**src/hdl/sdcct_pkg.sv**
```systemverilog
// Types and constants of the SD command completion tracker.
// Stand-alone; used by the interfaces, the core and its checker.
`default_nettype none

package sdcct_pkg;

  // Opcodes of an event word
  localparam logic [2:0] OP_START  = 3'd0;
  localparam logic [2:0] OP_STATUS = 3'd1;
  localparam logic [2:0] OP_DMA    = 3'd2;
  localparam logic [2:0] OP_DATA0  = 3'd3;
  localparam logic [2:0] OP_TICK   = 3'd4;

  // Command and transfer status codes
  localparam logic [2:0] ST_OK      = 3'd0;
  localparam logic [2:0] ST_BUSY    = 3'd1;
  localparam logic [2:0] ST_HOST    = 3'd2;
  localparam logic [2:0] ST_INTEG   = 3'd3;
  localparam logic [2:0] ST_TIMEOUT = 3'd4;

  // Response kinds
  localparam logic [1:0] RESP_NONE = 2'd0;
  localparam logic [1:0] RESP_BAD  = 2'd3;

  // Latched command flag positions
  localparam int unsigned LF_DATA  = 0;
  localparam int unsigned LF_WRITE = 1;
  localparam int unsigned LF_CRC   = 2;

  // Controller status flag groups
  localparam logic [8:0] SF_HOST    = 9'h003;
  localparam logic [8:0] SF_INTEG   = 9'h00C;
  localparam logic [8:0] SF_TIMEOUT = 9'h030;
  localparam logic [8:0] SF_CCRC    = 9'h040;
  localparam logic [8:0] SF_DATAEND = 9'h080;

  // Interrupt enable bits
  localparam logic [9:0] M_TXUNDER  = 10'h001;
  localparam logic [9:0] M_RXOVER   = 10'h002;
  localparam logic [9:0] M_DCRC     = 10'h004;
  localparam logic [9:0] M_STBIT    = 10'h008;
  localparam logic [9:0] M_CTIMEOUT = 10'h010;
  localparam logic [9:0] M_DTIMEOUT = 10'h020;
  localparam logic [9:0] M_CCRC     = 10'h040;
  localparam logic [9:0] M_DATAEND  = 10'h080;
  localparam logic [9:0] M_RESPEND  = 10'h100;
  localparam logic [9:0] M_CMDSENT  = 10'h200;

  typedef struct packed {
    logic [2:0] opcode;
    logic       data_mode;
    logic       write_mode;
    logic       check_crc;
    logic [1:0] response_kind;
    logic [8:0] status_flags;
    logic [2:0] dma_result;
    logic       dma_start_ok;
    logic       data0_level;
  } evt_t;

  typedef struct packed {
    logic [2:0] cmd_status;
    logic       done_res;
    logic [9:0] irq_mask;
    logic [1:0] wait_response;
    logic       data_phase_start;
    logic       data_read_dir;
    logic       dma_start;
    logic       busy_wait;
  } res_t;

endpackage

`default_nettype wire

```
**src/hdl/sdcct_if.sv**
```systemverilog
// Valid/ready channels of the SD command completion tracker.
// Depends on sdcct_pkg for the word types.
`default_nettype none

interface sdcct_evt_if;
  logic               valid;
  logic               ready;
  sdcct_pkg::evt_t    data;
  modport source (output valid, output data, input ready);
  modport sink   (input valid, input data, output ready);
endinterface

interface sdcct_res_if;
  logic               valid;
  logic               ready;
  sdcct_pkg::res_t    data;
  modport source (output valid, output data, input ready);
  modport sink   (input valid, input data, output ready);
endinterface

interface sdcct_cfg_if;
  logic               valid;
  logic               ready;
  logic [31:0]        data;
  modport source (output valid, output data, input ready);
  modport sink   (input valid, input data, output ready);
endinterface

`default_nettype wire

```
**src/hdl/sd_command_completion_tracker_core.sv**
```systemverilog
// SD host command completion tracker, top level.
// Depends on sdcct_pkg and the channel interfaces in sdcct_if.sv.
//
// Takes one event word per clock cycle unless the result side stalls, and returns
// exactly one result word per event, registered, in the cycle after the event is
// accepted. The state update and result are worked out in one pass of shallow priority
// logic; the deepest path is the 32-bit busy-release tick counter and its compare
// against busy_timeout_ticks. A result register with valid decouples the sides: a new
// event is taken whenever the result register is empty or its word is taken in the same
// cycle. The configuration channel is always ready and writes busy_timeout_ticks.
`default_nettype none

module sd_command_completion_tracker_core (
  input  wire logic  clk_i,
  input  wire logic  rst_ni,
  sdcct_evt_if.sink  evt_i,
  sdcct_cfg_if.sink  cfg_i,
  sdcct_res_if.source res_o
);
  import sdcct_pkg::*;

  logic [31:0] tmo_q;
  logic [2:0]  cmd_q, cmd_d;
  logic [2:0]  xfer_q, xfer_d;
  logic [9:0]  ie_q, ie_d;
  logic [2:0]  lf_q, lf_d;
  logic        wait_q, wait_d;
  logic [31:0] cnt_q, cnt_d;
  logic        res_valid_q, res_valid_d;
  res_t        res_q, res_d;

  logic        accept;
  logic        complete;
  logic        done;
  logic        dstart;
  logic        rdir;
  logic [1:0]  wresp;
  logic [1:0]  resp;
  logic [2:0]  dres;
  logic [9:0]  mask;
  logic [31:0] cnt_inc;

  assign evt_i.ready = !res_valid_q || res_o.ready;
  assign accept      = evt_i.valid && evt_i.ready;
  assign cfg_i.ready = 1'b1;

  always_comb begin
    cmd_d    = cmd_q;
    xfer_d   = xfer_q;
    ie_d     = ie_q;
    lf_d     = lf_q;
    wait_d   = wait_q;
    cnt_d    = cnt_q;
    done     = 1'b0;
    dstart   = 1'b0;
    rdir     = 1'b0;
    wresp    = RESP_NONE;
    complete = 1'b0;
    mask     = '0;
    resp     = (evt_i.data.response_kind == RESP_BAD) ? RESP_NONE
                                                       : evt_i.data.response_kind;
    dres     = (evt_i.data.dma_result > ST_TIMEOUT) ? ST_HOST : evt_i.data.dma_result;
    cnt_inc  = (cnt_q < tmo_q) ? cnt_q + 32'd1 : cnt_q;

    unique case (evt_i.data.opcode)
      OP_START: begin
        if (evt_i.data.data_mode) begin
          mask = mask | M_DTIMEOUT | M_DATAEND;
          if (evt_i.data.check_crc) mask = mask | M_DCRC;
          if (evt_i.data.write_mode) mask = mask | M_TXUNDER;
          else mask = mask | M_RXOVER | M_STBIT;
        end
        if (resp == RESP_NONE) mask = mask | M_CMDSENT;
        else mask = mask | M_CCRC | M_CTIMEOUT | M_RESPEND;
        if (evt_i.data.check_crc) mask = mask | M_CCRC;
        ie_d           = mask;
        lf_d[LF_DATA]  = evt_i.data.data_mode;
        lf_d[LF_WRITE] = evt_i.data.write_mode;
        lf_d[LF_CRC]   = evt_i.data.check_crc;
        cmd_d          = ST_BUSY;
        xfer_d         = ST_OK;
        wait_d         = 1'b0;
        cnt_d          = '0;
        wresp          = resp;
      end
      OP_STATUS: begin
        wait_d = 1'b0;
        cnt_d  = '0;
        priority if ((evt_i.data.status_flags & SF_HOST) != '0) begin
          cmd_d = ST_HOST;
        end else if ((evt_i.data.status_flags & SF_INTEG) != '0) begin
          cmd_d = ST_INTEG;
        end else if ((evt_i.data.status_flags & SF_TIMEOUT) != '0) begin
          cmd_d = ST_TIMEOUT;
        end else if ((evt_i.data.status_flags & SF_CCRC) != '0) begin
          cmd_d = lf_q[LF_CRC] ? ST_INTEG : ST_OK;
        end else if ((evt_i.data.status_flags & SF_DATAEND) != '0) begin
          if (xfer_q != ST_BUSY) complete = 1'b1;
          else ie_d = '0;
        end else if (lf_q[LF_DATA]) begin
          dstart = 1'b1;
          rdir   = !lf_q[LF_WRITE];
          xfer_d = ST_BUSY;
          if (!evt_i.data.dma_start_ok) begin
            xfer_d   = ST_HOST;
            complete = 1'b1;
          end
        end else begin
          complete = 1'b1;
        end
      end
      OP_DMA: begin
        xfer_d = dres;
        if (lf_q[LF_WRITE]) begin
          ie_d     = '0;
          complete = 1'b1;
        end else if (ie_q == '0) begin
          complete = 1'b1;
        end
      end
      OP_DATA0: begin
        if (wait_q) begin
          wait_d = 1'b0;
          cnt_d  = '0;
          cmd_d  = xfer_q;
          done   = 1'b1;
        end
      end
      OP_TICK: begin
        if (wait_q && tmo_q != '0) begin
          cnt_d = cnt_inc;
          if (cnt_inc >= tmo_q) begin
            wait_d = 1'b0;
            cnt_d  = '0;
            cmd_d  = ST_TIMEOUT;
            done   = 1'b1;
          end
        end
      end
      default: begin
      end
    endcase

    if (complete) begin
      if (evt_i.data.data0_level) begin
        cmd_d = xfer_d;
      end else begin
        wait_d = 1'b1;
        cnt_d  = '0;
      end
    end

    if (evt_i.data.opcode == OP_STATUS && cmd_d != ST_BUSY) begin
      ie_d = '0;
      done = 1'b1;
    end
    if (evt_i.data.opcode == OP_DMA && cmd_d != ST_BUSY) begin
      done = 1'b1;
    end

    res_d.cmd_status       = cmd_d;
    res_d.done_res         = done;
    res_d.irq_mask         = ie_d;
    res_d.wait_response    = wresp;
    res_d.data_phase_start = dstart;
    res_d.data_read_dir    = rdir;
    res_d.dma_start        = dstart;
    res_d.busy_wait        = wait_d;
  end

  assign res_valid_d = accept || (res_valid_q && !res_o.ready);

  always_ff @(posedge clk_i or negedge rst_ni) begin
    if (!rst_ni) begin
      tmo_q       <= '0;
      cmd_q       <= ST_OK;
      xfer_q      <= ST_OK;
      ie_q        <= '0;
      lf_q        <= '0;
      wait_q      <= 1'b0;
      cnt_q       <= '0;
      res_valid_q <= 1'b0;
    end else begin
      res_valid_q <= res_valid_d;
      if (cfg_i.valid) begin
        tmo_q <= cfg_i.data;
      end
      if (accept) begin
        cmd_q  <= cmd_d;
        xfer_q <= xfer_d;
        ie_q   <= ie_d;
        lf_q   <= lf_d;
        wait_q <= wait_d;
        cnt_q  <= cnt_d;
      end
    end
  end

  always_ff @(posedge clk_i) begin
    if (accept) begin
      res_q <= res_d;
    end
  end

  assign res_o.valid = res_valid_q;
  assign res_o.data  = res_q;

endmodule

`default_nettype wire

```
**src/flat_wrapper.sv**
```systemverilog
// flat-port wrapper written by rule: the top's interface ports become plain ports
module sd_command_completion_tracker_core_flat import sdcct_pkg::*;
  (clk_i, rst_ni, evt_i_valid, evt_i_data, evt_i_ready, cfg_i_valid, cfg_i_data, cfg_i_ready, res_o_valid, res_o_data, res_o_ready);
  sdcct_evt_if evt_i_i ();
  sdcct_cfg_if cfg_i_i ();
  sdcct_res_if res_o_i ();
  input  wire logic clk_i;
  input  wire logic rst_ni;
  input wire logic [$bits(evt_i_i.valid)-1:0] evt_i_valid;
  input wire logic [$bits(evt_i_i.data)-1:0] evt_i_data;
  output wire logic [$bits(evt_i_i.ready)-1:0] evt_i_ready;
  input wire logic [$bits(cfg_i_i.valid)-1:0] cfg_i_valid;
  input wire logic [$bits(cfg_i_i.data)-1:0] cfg_i_data;
  output wire logic [$bits(cfg_i_i.ready)-1:0] cfg_i_ready;
  output wire logic [$bits(res_o_i.valid)-1:0] res_o_valid;
  output wire logic [$bits(res_o_i.data)-1:0] res_o_data;
  input wire logic [$bits(res_o_i.ready)-1:0] res_o_ready;
  assign evt_i_i.valid = evt_i_valid;
  assign evt_i_i.data = evt_i_data;
  assign evt_i_ready = evt_i_i.ready;
  assign cfg_i_i.valid = cfg_i_valid;
  assign cfg_i_i.data = cfg_i_data;
  assign cfg_i_ready = cfg_i_i.ready;
  assign res_o_valid = res_o_i.valid;
  assign res_o_data = res_o_i.data;
  assign res_o_i.ready = res_o_ready;
  sd_command_completion_tracker_core u_core (.clk_i(clk_i), .rst_ni(rst_ni), .evt_i(evt_i_i), .cfg_i(cfg_i_i), .res_o(res_o_i));
endmodule
```
**config.mk**
```make
export PLATFORM = sky130hd
export DESIGN_NAME = sd_command_completion_tracker_core_flat
export DESIGN_NICKNAME = d
export VERILOG_FILES = /design/src/hdl/sdcct_pkg.sv /design/src/hdl/sdcct_if.sv /design/src/hdl/sd_command_completion_tracker_core.sv /design/src/flat_wrapper.sv
export SDC_FILE = /design/constraint.sdc
export NUM_CORES = 1
export LEC_CHECK = 0
export BUFFER_PORTS_ARGS = -buffer_cell sky130_fd_sc_hd__buf_2
export CAP_MARGIN = 20
export CORE_AREA = 2 2 158 191
export DETAILED_ROUTE_END_ITERATION = 12
export DIE_AREA = 0 0 160 193
export PLACE_DENSITY_LB_ADDON = 0.2
export SLEW_MARGIN = 10
export SYNTH_ARGS = -nofsm -noshare
export SYNTH_HDL_FRONTEND = slang
export SYNTH_SLANG_ARGS = --single-unit
```
**constraint.sdc**
```tcl
create_clock -name clk_i -period 5.6 [get_ports clk_i]
set_clock_uncertainty 0.2 [all_clocks]
set_input_delay 1.4 -clock clk_i [delete_from_list [all_inputs] [get_ports clk_i]]
set_output_delay 1.4 -clock clk_i [all_outputs]
set_load 0.1 [all_outputs]
```
# After elaboration in Yosys (flattened, before gate mapping)
# Cells that the tools add are included.
word_totals:
  out_inout_bits: 23
  in_bits: 59
  wordCells: 114
  ff_bits: 104
classes:
  n_eq_ne: 7
  addsub: 1
  n_lt_le_gt_ge: 3
  n_mux: 63
  reduce_logical: 23
  bitwise: 2
op_table:
  columns: ["op", "count"]
  rows:
  - ["$mux W32", 6]
  - ["$mux W10", 10]
  - ["$pmux W32 S3", 1]
  - ["$mux W3", 17]
  - ["$add A32 B1 Y32 const B", 1]
  - ["$ge A32 B32 Y1", 1]
  - ["$lt A32 B32 Y1", 1]
  - ["$reduce_bool A32 Y1", 1]
  - ["$pmux W10 S3", 1]
  - ["$reduce_bool A9 Y1", 3]
  - ["$mux W1", 18]
  - ["$pmux W3 S4", 1]
  - ["$logic_not A10 Y1", 1]
  - ["$pmux W3 S3", 1]
  - ["$mux W7", 1]
  - ["$reduce_or A7 Y1", 1]
  - ["$eq A3 B2 Y1 const B", 2]
  - ["$mux W2", 3]
  - ["$ne A3 B1 Y1 const B", 2]
  - ["$pmux W1 S2", 3]
  - ["$reduce_or A6 Y1", 1]
  - ["$logic_and A1 B1 Y1", 5]
  - ["$mux W4", 1]
  - ["$reduce_or A2 Y1", 2]
  - ["11 further kinds", 15]

# Logic depth before layout (Yosys ltp)
logic_depth:
  ltp_word: 13
  depth_mapped: 22
  mapped_depth_nobuf: 21

# Worst setup path before layout
# No wires, ideal clock.
synth_timing:
  path_type: "register -> register"
  from: "reg u_core.cnt_q[17]"
  to: "reg u_core.res_q, in the netlist u_core.res_o.data[10], data pin"
  required_ns: 5.128
  stages_incl_launch_ff: 20
  setup_ns: 0.272
  n_path_buf: 0
  setup_slack_ns: 0.699
  period_less_slack_ns: 4.901
  arrival_ns: 4.428
  cell_sequence: "dfrtp_1 > ha_1 > a21o_1 > a21o_1 > a21oi_1 > o211ai_1 > a21o_4 > a211oi_4 > nand3_4 > nor3_1 > xor2_1 > ha_1 > nand4_1 > nor4_1 > and2_1 > a21oi_1 > o21ai_0 > a211oi_2 > nor2_1 > nor2_1"
synth_via:
  elab_chain_len: 11
  elab_cells_between_ends: 12
  classes_between: "add/sub: 1; order compare: 2; eq/ne: 1; mux: 7; reduce/logical: 1"
synth_lines:
  columns: ["element", "line_no", "source"]
  rows:
  - ["start: declaration", "sd_command_completion_tracker_core.sv:28", "logic [31:0] cnt_q, cnt_d;"]
  - ["start signal: assignment", "sd_command_completion_tracker_core.sv:194", "cnt_q <= cnt_d;"]
  - ["$add A32 B1 Y32 / $lt A32 B32 Y1 (equally long branches)", "sd_command_completion_tracker_core.sv:63", "cnt_inc = (cnt_q < tmo_q) ? cnt_q + 32'd1 : cnt_q;"]
  - ["$mux W32 *", "sd_command_completion_tracker_core.sv:63", null]
  - ["$ge A32 B32 Y1 *", "sd_command_completion_tracker_core.sv:132", "if (cnt_inc >= tmo_q) begin"]
  - ["$mux W3 *", "sd_command_completion_tracker_core.sv:132", null]
  - ["$mux W3 *", "sd_command_completion_tracker_core.sv:130", "if (wait_q && tmo_q != '0) begin"]
  - ["$pmux W3 S4 *", "sd_command_completion_tracker_core.sv:65", "unique case (evt_i.data.opcode)"]
  - ["$mux W3", "sd_command_completion_tracker_core.sv:145", "if (evt_i.data.data0_level) begin"]
  - ["$mux W3 *", "sd_command_completion_tracker_core.sv:144", "if (complete) begin"]
  - ["$ne A3 B1 Y1 *", "sd_command_completion_tracker_core.sv:153", "if (evt_i.data.opcode == OP_STATUS && cmd_d != ST_BUSY) begin"]
  - ["$logic_and A1 B1 Y1 *", "sd_command_completion_tracker_core.sv:153", null]
  - ["$mux W10 *", "sd_command_completion_tracker_core.sv:153", null]
  - ["named net u_core.ie_d[4]", "sd_command_completion_tracker_core.sv:25", "logic [9:0] ie_q, ie_d;"]
  - ["end signal: assignment", "sd_command_completion_tracker_core.sv:201", "res_q <= res_d;"]
  - ["end: declaration", "sd_command_completion_tracker_core.sv:30", "res_t res_q, res_d;"]
# Mark *: on every way through the listed nets, which the timed path passes. The rest lies on a longest branch.
# A chain may end at the register's enable or synchronous reset.

# Worst setup path in the final report
layout_timing:
  from: "reg u_core.cnt_q[25]"
  to: "reg u_core.res_q, in the netlist u_core.res_o.data[16], data pin"
layout_via:
  elab_chain_len: 11
  elab_cells_between_ends: 16
  classes_between: "add/sub: 1; order compare: 2; eq/ne: 1; mux: 9; reduce/logical: 3"
layout_lines:
  columns: ["element", "line_no", "source"]
  rows:
  - ["$add A32 B1 Y32 / $lt A32 B32 Y1 (equally long branches)", "sd_command_completion_tracker_core.sv:63", null]
  - ["$mux W32 *", "sd_command_completion_tracker_core.sv:63", null]
  - ["$ge A32 B32 Y1 *", "sd_command_completion_tracker_core.sv:132", null]
  - ["$mux W3 *", "sd_command_completion_tracker_core.sv:132", null]
  - ["$mux W3 *", "sd_command_completion_tracker_core.sv:130", null]
  - ["$pmux W3 S4 *", "sd_command_completion_tracker_core.sv:65", null]
  - ["$mux W3", "sd_command_completion_tracker_core.sv:145", null]
  - ["$mux W3 *", "sd_command_completion_tracker_core.sv:144", null]
  - ["named net u_core.cmd_d[1]", "sd_command_completion_tracker_core.sv:23", "logic [2:0] cmd_q, cmd_d;"]
  - ["$ne A3 B1 Y1 *", "sd_command_completion_tracker_core.sv:153, sd_command_completion_tracker_core.sv:157", null]
  - ["$logic_and A1 B1 Y1, on equally long branches", "sd_command_completion_tracker_core.sv:157, sd_command_completion_tracker_core.sv:153", null]
  - ["$reduce_or A2 Y1 (no line) *", null, null]
# Marked as above.

==> impl_metrics.env <==
export IMPL_synth_area_mm2=0.00715
export IMPL_route_met3_wl_um=965
export IMPL_cts_hold_buf=0
export IMPL_fin_crit_ns=5.29
export IMPL_synth_top_cell_by_area="dfrtp_1"
export IMPL_crit_type="reg -> reg"
export IMPL_cts_buffer_depth=2
export IMPL_multi_input_area_mm2=0.00424
export IMPL_htreeDepth=3
export IMPL_fmax_ghz=0.189
export IMPL_drtIter0Drc=365
export IMPL_place_area_mm2=0.00839
export IMPL_core_area_mm2=0.0292
export IMPL_diodes=0
export IMPL_worstMarginPinSlew_ns=0.934
export IMPL_synth_seq_cells=104
export IMPL_dieHeight_um=193
export IMPL_cts_root_buf="clkbuf_16"
export IMPL_synth_cell_types=73
export IMPL_slew_viol_final=0
export IMPL_final_common_cell="nand2_1"
export IMPL_worstPathMaxFanout=5
export IMPL_cp_end_kind="flop"
export IMPL_die_area_mm2=0.0309
export IMPL_grt_pass1_wl_um=36400
export IMPL_tritoncts="yes"
export IMPL_cts_sinks=104
export IMPL_wl_per_cell_um=16.8
export IMPL_powerDensity_mw_per_mm2=226
export IMPL_start_kind="flop"
export IMPL_synth_top_area_share_pct=29.7
export IMPL_rows=69
export IMPL_grt_max_degree=64
export IMPL_antenna_left=0
export IMPL_wl_met2_um=10300
export IMPL_ys_seq_area_share_pct=37.7
export IMPL_avgSynthCellArea_um2=8.72
export IMPL_synth_area_top_cells="dfrtp_1, ha_1, edfxtp_1, nand2_1, o21ai_0"
export IMPL_gp_congestion=0.812
export IMPL_gr_total_overflow=0
export IMPL_firstDrtPassIters=4
export IMPL_arrival_ns=5.18
export IMPL_antenna_found_initial=0
export IMPL_worst_path_buf_inv=3
export IMPL_fill_cells=3191
export IMPL_drive_gt1_share_pct=20.4
export IMPL_status="completed"
export IMPL_num_vias=6535
export IMPL_grt_usage_pct=14.9
export IMPL_hold_slack_ns=0.287
export IMPL_drc_errors=0
export IMPL_slowest_delay_ns=0.46
export IMPL_grt_pass1_vias=6688
export IMPL_seqCellArea_mm2=0.00270
export IMPL_crit_family="compound AO/OA/AOI/OAI gates"
export IMPL_required_ns=5.50
export IMPL_synth_edff_count=19
export IMPL_ioPinCount=82
export IMPL_netlist_instances=820
export IMPL_setup_viol=0
export IMPL_finalInstanceArea_mm2=0.00883
export IMPL_async_flop_share_pct=81.7
export IMPL_peakVddDrop_mv=0.154
export IMPL_io_buffer_count=79
export IMPL_utilization_pct=30.3
export IMPL_clock_latency_ns=0.36
export IMPL_dieWidth_um=160
export IMPL_maxSlewHeadroom_pct=37.7
export IMPL_syn_to_final_growth_pct=23.6
export IMPL_final_cell_mix="nand2_1, dfrtp_1, buf_2"
export IMPL_highest_layer="met4"
export IMPL_numCtsBuffers=9
export IMPL_hold_viol_final=0
export IMPL_clkSlewWorstSetupHoldPaths_ns=0.09
export IMPL_nets=1073
export IMPL_yosys_warnings=0
export IMPL_dp_hpwl_um=17300
export IMPL_synthesis_nets=945
export IMPL_drv_cap=0
export IMPL_synth_main_ff_cell="dfrtp_1"
export IMPL_hp_class="reg -> reg"
export IMPL_routed_wirelength_um=22600
export IMPL_cp_cell_sequence="ha_1 -> a21o_1 -> a21o_1 -> a21oi_1 -> o21ai_0 -> o21bai_2 -> buf_4 -> a2111o_1 -> or2_2 -> xnor2_1 -> ha_1 -> nand4_1 -> a311oi_2 -> a211o_1 -> a21oi_2 -> buf_4 -> o22a_1 -> a211oi_4 -> buf_6 -> a21o_1 -> o311ai_1"
export IMPL_via_per_inst=4.87
export IMPL_wl_met1_um=10900
export IMPL_cp_common_cell="a21o_1"
export IMPL_fin_crit_sh_pct=94.4
export IMPL_p_leak_nw=4.08
export IMPL_initial_core_util_pct=24.5
export IMPL_slowest_stage="a2111o_1"
==> metrics by stage <==
step | setup slack (ns) | setup TNS (ns) | instances | power, mW
final | 0.314 | 0 | 1343 | 2.00
after global placement | 0.0212 | 0 | 1322 | 1.34
after global routing | -0.00567 | -0.00567 | 1343 | 2.11
after floorplan | 0.699 | 0 | 820 | 1.19
after CTS | 0.0222 | 0 | 1338 | 2.01
after detailed placement | 0.00267 | 0 | 1322 | 1.34
==> tightest hold or removal path, delay by kind of cell, from the launching register on <==
family           cells  cell delay [ns]
AND/OR/NAND/NOR      1             0.05
flip-flops           1             0.34
AO/OA/AOI/OAI        1             0.06
==> final timing paths <==
check                                 start  slack, ns  cells after the start                    end
setup / recovery           u_core.cnt_q[25]       0.31                     21  u_core.res_o.data[16]
hold / removal               u_core.lf_q[2]       0.29                      2         u_core.lf_q[2]
setup reg to reg           u_core.cnt_q[25]       0.31                     21  u_core.res_o.data[16]
hold reg to reg              u_core.lf_q[2]       0.29                      2         u_core.lf_q[2]
max in group asynchronous            rst_ni       3.29                      2        u_core.cnt_q[3]
min in group asynchronous            rst_ni       0.93                      1       u_core.cnt_q[11]
==> layer usage <==
metal	GRT usage (%)	up-vias
li1	-	3274
met1	19.9	3086
met4	4.85	0
met3	2.25	27
met2	24.8	148
met5	0	-
==> final cells by class <==
class                           instances  area share [%]
Multi-Input combinational cell        635            48.0
Timing Repair Buffer                  143            10.3
Clock inverter                          4           0.411
Inverter                               55            2.34
Sequential cell                       104            30.5
Tap cell                              390            5.52
Clock buffer                           12            2.92
==> cells by family after synthesis <==
logic type | after synthesis | synth area share, %
simple gates | 288 | 19.7
compound gates | 243 | 22.0
flops | 104 | 37.7
buf+inv | 82 | 4.43
fa+ha+maj | 66 | 11.5
xor+xnor | 31 | 3.80
mux | 5 | 0.735
other cells | 1 | 0.0524
==> repair_timing <==
item                                    in CTS  in global routing
hold endpoints to repair                     0                  0
resized for setup                            1                 23
cloned                                       0                  1
endpoints found under the setup margin       3                 28
pin swaps                                    0                  8
setup buffers                                0                  4
==> flip-flops by register name, indices dropped and copies added, names as in the netlist <==
name	cells
u_core.cmd_q	3
u_core.cnt_q	32
u_core.ie_q	10
u_core.lf_q	3
u_core.res_o.data	19
u_core.res_o.valid	1
u_core.tmo_q	32
u_core.wait_q	1
u_core.xfer_q	3
==> cells in the mapped netlist (5+ instances only) <==
master      n
or4_1       5
nand4_1    22
o22ai_1     8
o21a_1      6
a21o_1     22
xnor2_1    19
and2_1      8
nor3_1     16
and3_1      6
a211oi_1    5
a21oi_1    48
nor2_1     46
xor2_1     12
edfxtp_1   19
clkbuf_1   22
a31oi_1    16
o31ai_1    12
dfrtp_1    85
nor4_1     14
a41oi_1     5
o21ai_1     5
inv_1      54
or2_2       5
ha_1       66
o21ai_0    71
nand3_1    30
nand2_1   106
nand2b_1    8
==> where the power goes <==
| group | total [mW] | switching, mW | internal [mW] |
|---|---|---|---|
| combinational | 0.456 | 0.311 | 0.144 |
| sequential | 0.880 | 0.0433 | 0.837 |
| clock | 0.661 | 0.325 | 0.336 |
Note: power is estimated with default switching activity, not from simulation.
